**config.mk**
```make
export PLATFORM = sky130hd
export DESIGN_NAME = ppqs_ctrl
export DESIGN_NICKNAME = d
export VERILOG_FILES = /design/src/rtl/core/ppqs_pkg.sv /design/src/rtl/core/ppqs_ctrl.sv
export SDC_FILE = /design/constraint.sdc
export NUM_CORES = 1
export LEC_CHECK = 0
export BUFFER_PORTS_ARGS = -buffer_cell sky130_fd_sc_hd__buf_2
export CELL_PAD_IN_SITES_DETAIL_PLACEMENT = 0
export CELL_PAD_IN_SITES_GLOBAL_PLACEMENT = 1
export CORE_MARGIN = 1.5
export CORE_UTILIZATION = 40
export DETAILED_ROUTE_END_ITERATION = 8
export GPL_TIMING_DRIVEN = 0
export PLACE_DENSITY = 0.81
export SYNTH_ARGS = -nofsm -noshare
export SYNTH_HDL_FRONTEND = slang
export SYNTH_SLANG_ARGS = --single-unit
```
**constraint.sdc**
```tcl
create_clock -name aclk -period 4.9 [get_ports aclk]
set_input_delay 0.49 -clock aclk [delete_from_list [all_inputs] [get_ports aclk]]
set_output_delay 0.49 -clock aclk [all_outputs]
set_load 0.1 [all_outputs]
```
**src/rtl/core/ppqs_pkg.sv**
```systemverilog
// ppqs_pkg: shared widths, constants, configuration and command/status types
// for the pulse period qualifier. No dependencies.
`timescale 1ns / 1ps

package ppqs_pkg;

    localparam int TICK_W = 32;
    localparam int IV_W   = 24;
    localparam int CNT_W  = 16;
    localparam int FAC_W  = 16;
    localparam int SUM_W  = 40;
    localparam int SQ_W   = 64;
    localparam int MUL_W  = 32;
    localparam int PROD_W = 64;
    localparam int NUM_W  = 80;
    localparam int DIVR_W = 32;
    localparam int ROOT_W = 24;
    localparam int RAD_W  = 64;

    localparam int DIV_STEPS  = NUM_W;
    localparam int DIV_CW     = $clog2(DIV_STEPS);
    localparam int SQRT_STEPS = RAD_W / 2;
    localparam int SQRT_CW    = $clog2(SQRT_STEPS);

    localparam logic [CNT_W-1:0] MAX_PERIODS = 16'hFFFF;
    localparam logic [IV_W-1:0]  IV_SAT      = 24'hFF_FFFF;
    localparam logic [FAC_W-1:0] FAC_ONE     = 16'd256;
    localparam logic [FAC_W-1:0] FAC_RESET   = 16'd333;

    localparam int CFG_AW = 5;
    localparam int CFG_DW = 32;

    localparam logic [2:0] REG_MIN_PERIOD   = 3'd0;
    localparam logic [2:0] REG_MAX_PERIOD   = 3'd1;
    localparam logic [2:0] REG_MAX_FACTOR   = 3'd2;
    localparam logic [2:0] REG_WINDOW_START = 3'd3;
    localparam logic [2:0] REG_WINDOW_END   = 3'd4;

    typedef struct packed {
        logic [IV_W-1:0]   min_period;
        logic [IV_W-1:0]   max_period;
        logic [FAC_W-1:0]  max_factor_q8;
        logic [TICK_W-1:0] window_start;
        logic [TICK_W-1:0] window_end;
    } cfg_t;

    typedef enum logic [3:0] {
        MUL_HOLD,
        MUL_RATIO_E,
        MUL_RATIO_N,
        MUL_SQ_PEND,
        MUL_SQ_D,
        MUL_N_S2LO,
        MUL_N_S2HI,
        MUL_SLO_SLO,
        MUL_SLO_SHI,
        MUL_SHI_SHI,
        MUL_N_NM1
    } mul_sel_t;

    typedef enum logic [2:0] {
        NUM_HOLD,
        NUM_CLEAR,
        NUM_ADD_LO,
        NUM_ADD_MID,
        NUM_SUB_LO,
        NUM_SUB_MID2,
        NUM_SUB_HI
    } num_op_t;

    typedef struct packed {
        logic     load_in;
        logic     calc;
        logic     ratio_cap;
        logic     judge;
        logic     acc_a;
        logic     acc_b;
        mul_sel_t mul_sel;
        num_op_t  num_op;
        logic     nn1_load;
        logic     div_start;
        logic     div_sel;
        logic     mean_load;
        logic     sqrt_start;
        logic     out_load;
    } cmd_t;

    typedef struct packed {
        logic last;
        logic div_done;
        logic sqrt_done;
        logic out_free;
    } sts_t;

endpackage

```
**src/rtl/core/ppqs_ctrl.sv**
```systemverilog
// ppqs_ctrl: sequencer for per-word judging and the end-of-set summary.
// Depends on ppqs_pkg; drives the datapath through cmd_t, reads sts_t.
`timescale 1ns / 1ps

module ppqs_ctrl
    import ppqs_pkg::*;
(
    input  logic aclk,
    input  logic aresetn,
    input  logic s_valid,
    output logic s_ready,
    input  sts_t sts,
    output cmd_t cmd
);

    typedef enum logic [19:0] {
        ST_IDLE       = 20'h00001,
        ST_CALC       = 20'h00002,
        ST_RAT_E      = 20'h00004,
        ST_RAT_N      = 20'h00008,
        ST_JUDGE      = 20'h00010,
        ST_SQ_A       = 20'h00020,
        ST_ADD_A      = 20'h00040,
        ST_ADD_B      = 20'h00080,
        ST_V0         = 20'h00100,
        ST_V1         = 20'h00200,
        ST_V2         = 20'h00400,
        ST_V3         = 20'h00800,
        ST_V4         = 20'h01000,
        ST_V5         = 20'h02000,
        ST_NN1        = 20'h04000,
        ST_MEAN_WAIT  = 20'h08000,
        ST_VAR_START  = 20'h10000,
        ST_VAR_WAIT   = 20'h20000,
        ST_SQRT_WAIT  = 20'h40000,
        ST_OUT        = 20'h80000
    } state_t;

    state_t state_reg;
    state_t state_next;

    always_ff @(posedge aclk) begin
        if (!aresetn) begin
            state_reg <= ST_IDLE;
        end else begin
            state_reg <= state_next;
        end
    end

    always_comb begin
        state_next  = state_reg;
        s_ready     = 1'b0;
        cmd         = '0;
        cmd.mul_sel = MUL_HOLD;
        cmd.num_op  = NUM_HOLD;
        case (state_reg)
            ST_IDLE: begin
                s_ready = 1'b1;
                if (s_valid) begin
                    cmd.load_in = 1'b1;
                    state_next  = ST_CALC;
                end
            end
            ST_CALC: begin
                cmd.calc   = 1'b1;
                state_next = ST_RAT_E;
            end
            ST_RAT_E: begin
                cmd.mul_sel = MUL_RATIO_E;
                state_next  = ST_RAT_N;
            end
            ST_RAT_N: begin
                cmd.ratio_cap = 1'b1;
                cmd.mul_sel   = MUL_RATIO_N;
                state_next    = ST_JUDGE;
            end
            ST_JUDGE: begin
                cmd.judge  = 1'b1;
                state_next = ST_SQ_A;
            end
            ST_SQ_A: begin
                cmd.mul_sel = MUL_SQ_PEND;
                state_next  = ST_ADD_A;
            end
            ST_ADD_A: begin
                cmd.acc_a   = 1'b1;
                cmd.mul_sel = MUL_SQ_D;
                state_next  = ST_ADD_B;
            end
            ST_ADD_B: begin
                cmd.acc_b  = 1'b1;
                state_next = sts.last ? ST_V0 : ST_IDLE;
            end
            ST_V0: begin
                cmd.mul_sel = MUL_N_S2LO;
                cmd.num_op  = NUM_CLEAR;
                state_next  = ST_V1;
            end
            ST_V1: begin
                cmd.mul_sel = MUL_N_S2HI;
                cmd.num_op  = NUM_ADD_LO;
                state_next  = ST_V2;
            end
            ST_V2: begin
                cmd.mul_sel = MUL_SLO_SLO;
                cmd.num_op  = NUM_ADD_MID;
                state_next  = ST_V3;
            end
            ST_V3: begin
                cmd.mul_sel = MUL_SLO_SHI;
                cmd.num_op  = NUM_SUB_LO;
                state_next  = ST_V4;
            end
            ST_V4: begin
                cmd.mul_sel = MUL_SHI_SHI;
                cmd.num_op  = NUM_SUB_MID2;
                state_next  = ST_V5;
            end
            ST_V5: begin
                cmd.mul_sel = MUL_N_NM1;
                cmd.num_op  = NUM_SUB_HI;
                state_next  = ST_NN1;
            end
            ST_NN1: begin
                cmd.nn1_load  = 1'b1;
                cmd.div_start = 1'b1;
                cmd.div_sel   = 1'b0;
                state_next    = ST_MEAN_WAIT;
            end
            ST_MEAN_WAIT: begin
                if (sts.div_done) begin
                    cmd.mean_load = 1'b1;
                    state_next    = ST_VAR_START;
                end
            end
            ST_VAR_START: begin
                cmd.div_start = 1'b1;
                cmd.div_sel   = 1'b1;
                state_next    = ST_VAR_WAIT;
            end
            ST_VAR_WAIT: begin
                if (sts.div_done) begin
                    cmd.sqrt_start = 1'b1;
                    state_next     = ST_SQRT_WAIT;
                end
            end
            ST_SQRT_WAIT: begin
                if (sts.sqrt_done) begin
                    state_next = ST_OUT;
                end
            end
            ST_OUT: begin
                if (sts.out_free) begin
                    cmd.out_load = 1'b1;
                    state_next   = ST_IDLE;
                end
            end
            default: begin
                state_next = ST_IDLE;
            end
        endcase
    end

endmodule

```
### Word-level counts from Yosys, hierarchy flattened

Cells that the tools add are included.

* equal/unequal tests: 25
* reduce and logical (&&, ||, !) cells: 1
* multiplexer cells: 24

Operators by type and width (count)
* $pmux W20 S20: 1
* $mux W20: 5
* $pmux W4 S10: 1
* $eq A20 B1 Y1 const B: 1
* $eq A20 B10 Y1 const B: 1
* $eq A20 B11 Y1 const B: 1
* $eq A20 B12 Y1 const B: 1
* $eq A20 B13 Y1 const B: 1
* $eq A20 B14 Y1 const B: 1
* $eq A20 B15 Y1 const B: 1
* $eq A20 B16 Y1 const B: 1
* $eq A20 B17 Y1 const B: 1
* $eq A20 B18 Y1 const B: 1
* $eq A20 B19 Y1 const B: 1
* $eq A20 B2 Y1 const B: 1
* $eq A20 B20 Y1 const B: 1
* $eq A20 B3 Y1 const B: 1
* $eq A20 B4 Y1 const B: 1
* $eq A20 B5 Y1 const B: 1
* $eq A20 B6 Y1 const B: 1
* $eq A20 B7 Y1 const B: 1
* $eq A20 B8 Y1 const B: 1
* $eq A20 B9 Y1 const B: 1
* $pmux W3 S6: 1
* other kinds (5): 22

* logic and storage cells: 51
* bits of input ports: 7
* register bits after elaboration: 20

### Longest topological paths before layout

* word-level depth: 3
* gate-level depth with buffers: 9
* depth with buffers taken out: 7

### Worst setup path after synthesis

OpenSTA, ideal clock, no wires.

* path kind: reg-to-output
* start point: reg state_reg[10]
* end point: out cmd[10] (netlist name)
* stages on the path, launching flop included: 6
* arrival: 5080 ps
* setup slack: -670 ps
* buffers on the path: 1
* cell sequence: dfxtp_1 > buf_2 > nor4_4 > nand4_2 > nor4_1 > a311o_1

RTL lines
* start, declared: line ppqs_ctrl.sv:39 `state_t state_reg;`
* start signal, assigned: line ppqs_ctrl.sv:46 `state_reg <= state_next;`
* end, declared: line ppqs_ctrl.sv:13 `output cmd_t cmd`

==> insert_results.sql <==
INSERT INTO impl_metrics (metric_group, metric, value, unit) VALUES
('layout', 'fillCellCount', '323', ''),
('clocking', 'ctsRootBufferMaster', 'sky130_fd_sc_hd__clkbuf_4', ''),
('clocking', 'tritoncts_num_sinks', '20', ''),
('synth', 'synthesis.yosys.warnings', '0', ''),
('synth', 'ys_seq_elements', '20', ''),
('floorplan', 'num_io_pins', '27', ''),
('clocking', 'worstSkewPairLatency', '0.30', 'ns'),
('setup_path', 'setup.worst_path.end_class', 'primary output', ''),
('pwr', 'internal_power', '0.305', 'mW'),
('layout', 'drive_above_1_share', '0.288', ''),
('synth', 'synth_top_cells_by_area', 'sky130_fd_sc_hd__dfxtp_1 31%, sky130_fd_sc_hd__nor4_4 8.1%, sky130_fd_sc_hd__nor2_1 6.9%', ''),
('outcome', 'result_of_the_run', 'finished, final reports clean', ''),
('setup_path', 'cp-start-kind', 'register', ''),
('synth', 'ys_seq_area_frac', '0.307', ''),
('synth', 'synthSimpleGateAreaFrac', '0.494', ''),
('timing', 'setup_viol', '0', ''),
('timing', 'worst_skew', '0.00202', 'ns'),
('placement', 'hpwlAfterDp', '2490', 'um'),
('synth', 'synth_largest_area_cell', 'sky130_fd_sc_hd__dfxtp_1', ''),
('synth', 'synthMostInstantiatedCell', 'sky130_fd_sc_hd__nor2_1', ''),
('pwr', 'pwr-share-seq', '0.323', ''),
('placement', 'buffer_ports.inserted', '26', ''),
('global_route', 'grt_start_max_net_pins', '12', ''),
('setup_path', 'critical_path.cell_chain', 'nor4_2 -> nand2_1 -> or3_1 -> o31ai_2 -> nand3b_1 -> buf_2', ''),
('global_route', 'first_global_vias', '1147', ''),
('pwr', 'power.ir.vdd_worst', '132', 'uV'),
('clocking', 'tritoncts.num_buffers', '3', ''),
('route', 'wl_met3', '170', 'um'),
('layout', 'finalInstanceArea', '0.00154', 'mm2'),
('floorplan', 'floorplan.die_area', '0.00361', 'mm2'),
('clocking', 'tritoncts', 'built', ''),
('route', 'routed-via-count', '1283', ''),
('synth', 'synthDominantCellAreaShare', '0.307', ''),
('timing', 'slew-limit-headroom', '0.607', ''),
('layout', 'layout.nets', '192', ''),
('route', 'detailed_route_iter0_violations', '56', ''),
('route', 'detailed_route_wire_length_per_cell', '14.4', 'um'),
('floorplan', 'die-width', '60.1', 'um'),
('synth', 'synth_xor_area_frac', '0.0403', ''),
('route', 'wirelength', '3290', 'um'),
('setup_path', 'timing_worst_setup_path_type', 'reg -> out', ''),
('route', 'route.detailed.drc', '0', ''),
('clocking', 'cts.htree.levels', '1', ''),
('setup_path', 'path_max_fanout', '7', ''),
('timing', 'report.final.hold_viol_count', '0', ''),
('pwr', 'powerDensity', '391', 'mW/mm2'),
('timing', 'layout_min_cycle_time', '3.36', 'ns'),
('synth', 'synth-edff-count', '0', ''),
('timing', 'final.period_utilization', '0.686', ''),
('synth', 'synth-adder-area-share', '0', ''),
('timing', 'maxSlewViolCount', '0', ''),
('floorplan', 'num_rows', '20', ''),
('timing', 'max_freq', '298', 'MHz'),
('global_route', 'grt_pass1_wl', '5420', 'um'),
('pwr', 'sw_ratio', '0.494', ''),
('synth', 'syn_area', '0.00131', 'mm2'),
('clocking', 'cts-resized-gates', '0', ''),
('global_route', 'track_usage', '0.201', ''),
('setup_path', 'worst_path_dominant_cell_family', 'simple AND/OR/NAND/NOR gates', ''),
('setup_path', 'crit_path_top_delay_cell', 'sky130_fd_sc_hd__nor4_2', ''),
('route', 'vias_per_cell', '5.63', ''),
('synth', 'synth_async_sr_flop_share', '0', ''),
('layout', 'multi_input_area', '871', 'um2'),
('worst_hold_path', 'worst_hold_start', 'sts[3]', ''),
('setup_path', 'worstPathBufferInverterCount', '1', ''),
('synth', 'synth_flop_cell', 'sky130_fd_sc_hd__dfxtp_1', ''),
('synth', 'synthDistinctLibCells', '43', ''),
('layout', 'ff_latch_area', '400', 'um2'),
('floorplan', 'core_area', '0.00308', 'mm2'),
('clocking', 'max-clock-path-buffers', '2', ''),
('synth', 'synth_nets', '161', '');
-- cell families (layout without fill, tap and decap cells) --
| kind of cell | after synthesis | in the layout |
|---|---|---|
| buffers and inverters | 11 | 41 |
| AND/OR/NAND/NOR | 97 | 97 |
| flip-flops | 20 | 20 |
| XOR/XNOR | 6 | 6 |
| AO/OA/AOI/OAI | 20 | 20 |
-- path summary, 6_finish.rpt --
| check | endpoint | slack, ns | depth (start not counted) |
|---|---|---|---|
| worst min-delay path | state_reg[8] | 0.42 | 2 |
| worst min register to register | state_reg[12] | 0.59 | 2 |
| worst max-delay path | cmd[9] | 1.54 | 6 |
| worst max register to register | state_reg[16] | 2.45 | 9 |
-- layout by cell type, fill, tap and decap left out, drive strengths merged, types with 3 or more instances in the layout --
master	Yosys	layout
nor2b	3	3
clkbuf	0	4
buf	5	31
nor3	6	6
nand3b	4	4
a21oi	5	5
nor4b	3	3
o21ai	5	5
nor2	24	24
nor4	11	11
nand2b	4	4
nand2	10	10
nand4b	7	7
xnor2	4	4
dfxtp	20	20
and3	6	6
inv	5	5
nand3	8	8
or4	3	3
-- metrics by stage --
stage	hold WS [ns]	power [mW]	utilization
detailed placement	0.572	0.507	0.490
floorplan	0.533	0.446	-
global placement	0.576	0.505	0.490
finish	0.415	0.603	0.502
CTS	0.415	0.606	0.502
global route	0.433	0.637	0.502
-- area by class of cell --
cell class	count	area share
Clock buffer	4	0.0235
Buffer	5	0.0178
Multi-Input combinational cell	123	0.564
Tap cell	44	0.0357
Sequential cell	20	0.259
Timing Repair Buffer	26	0.0843
Inverter	6	0.0154
-- power groups by stage --
stage | sequential (mW) | clock, mW | combinational [mW]
3_5_place_dp | 0.198 | 0 | 0.309
6_report | 0.195 | 0.0981 | 0.310
2_1_floorplan | 0.193 | 0 | 0.253
3_3_place_gp | 0.197 | 0 | 0.308
4_1_cts | 0.194 | 0.101 | 0.310
5_1_grt | 0.197 | 0.105 | 0.335
-- per-layer routing --
metal  vias to the layer above  track usage
met5                         -            0
met4                         0       0.0667
met3                         5       0.0216
met1                       608        0.289
met2                        33        0.309
li1                        637            -
(Power assumes the default switching activity.)
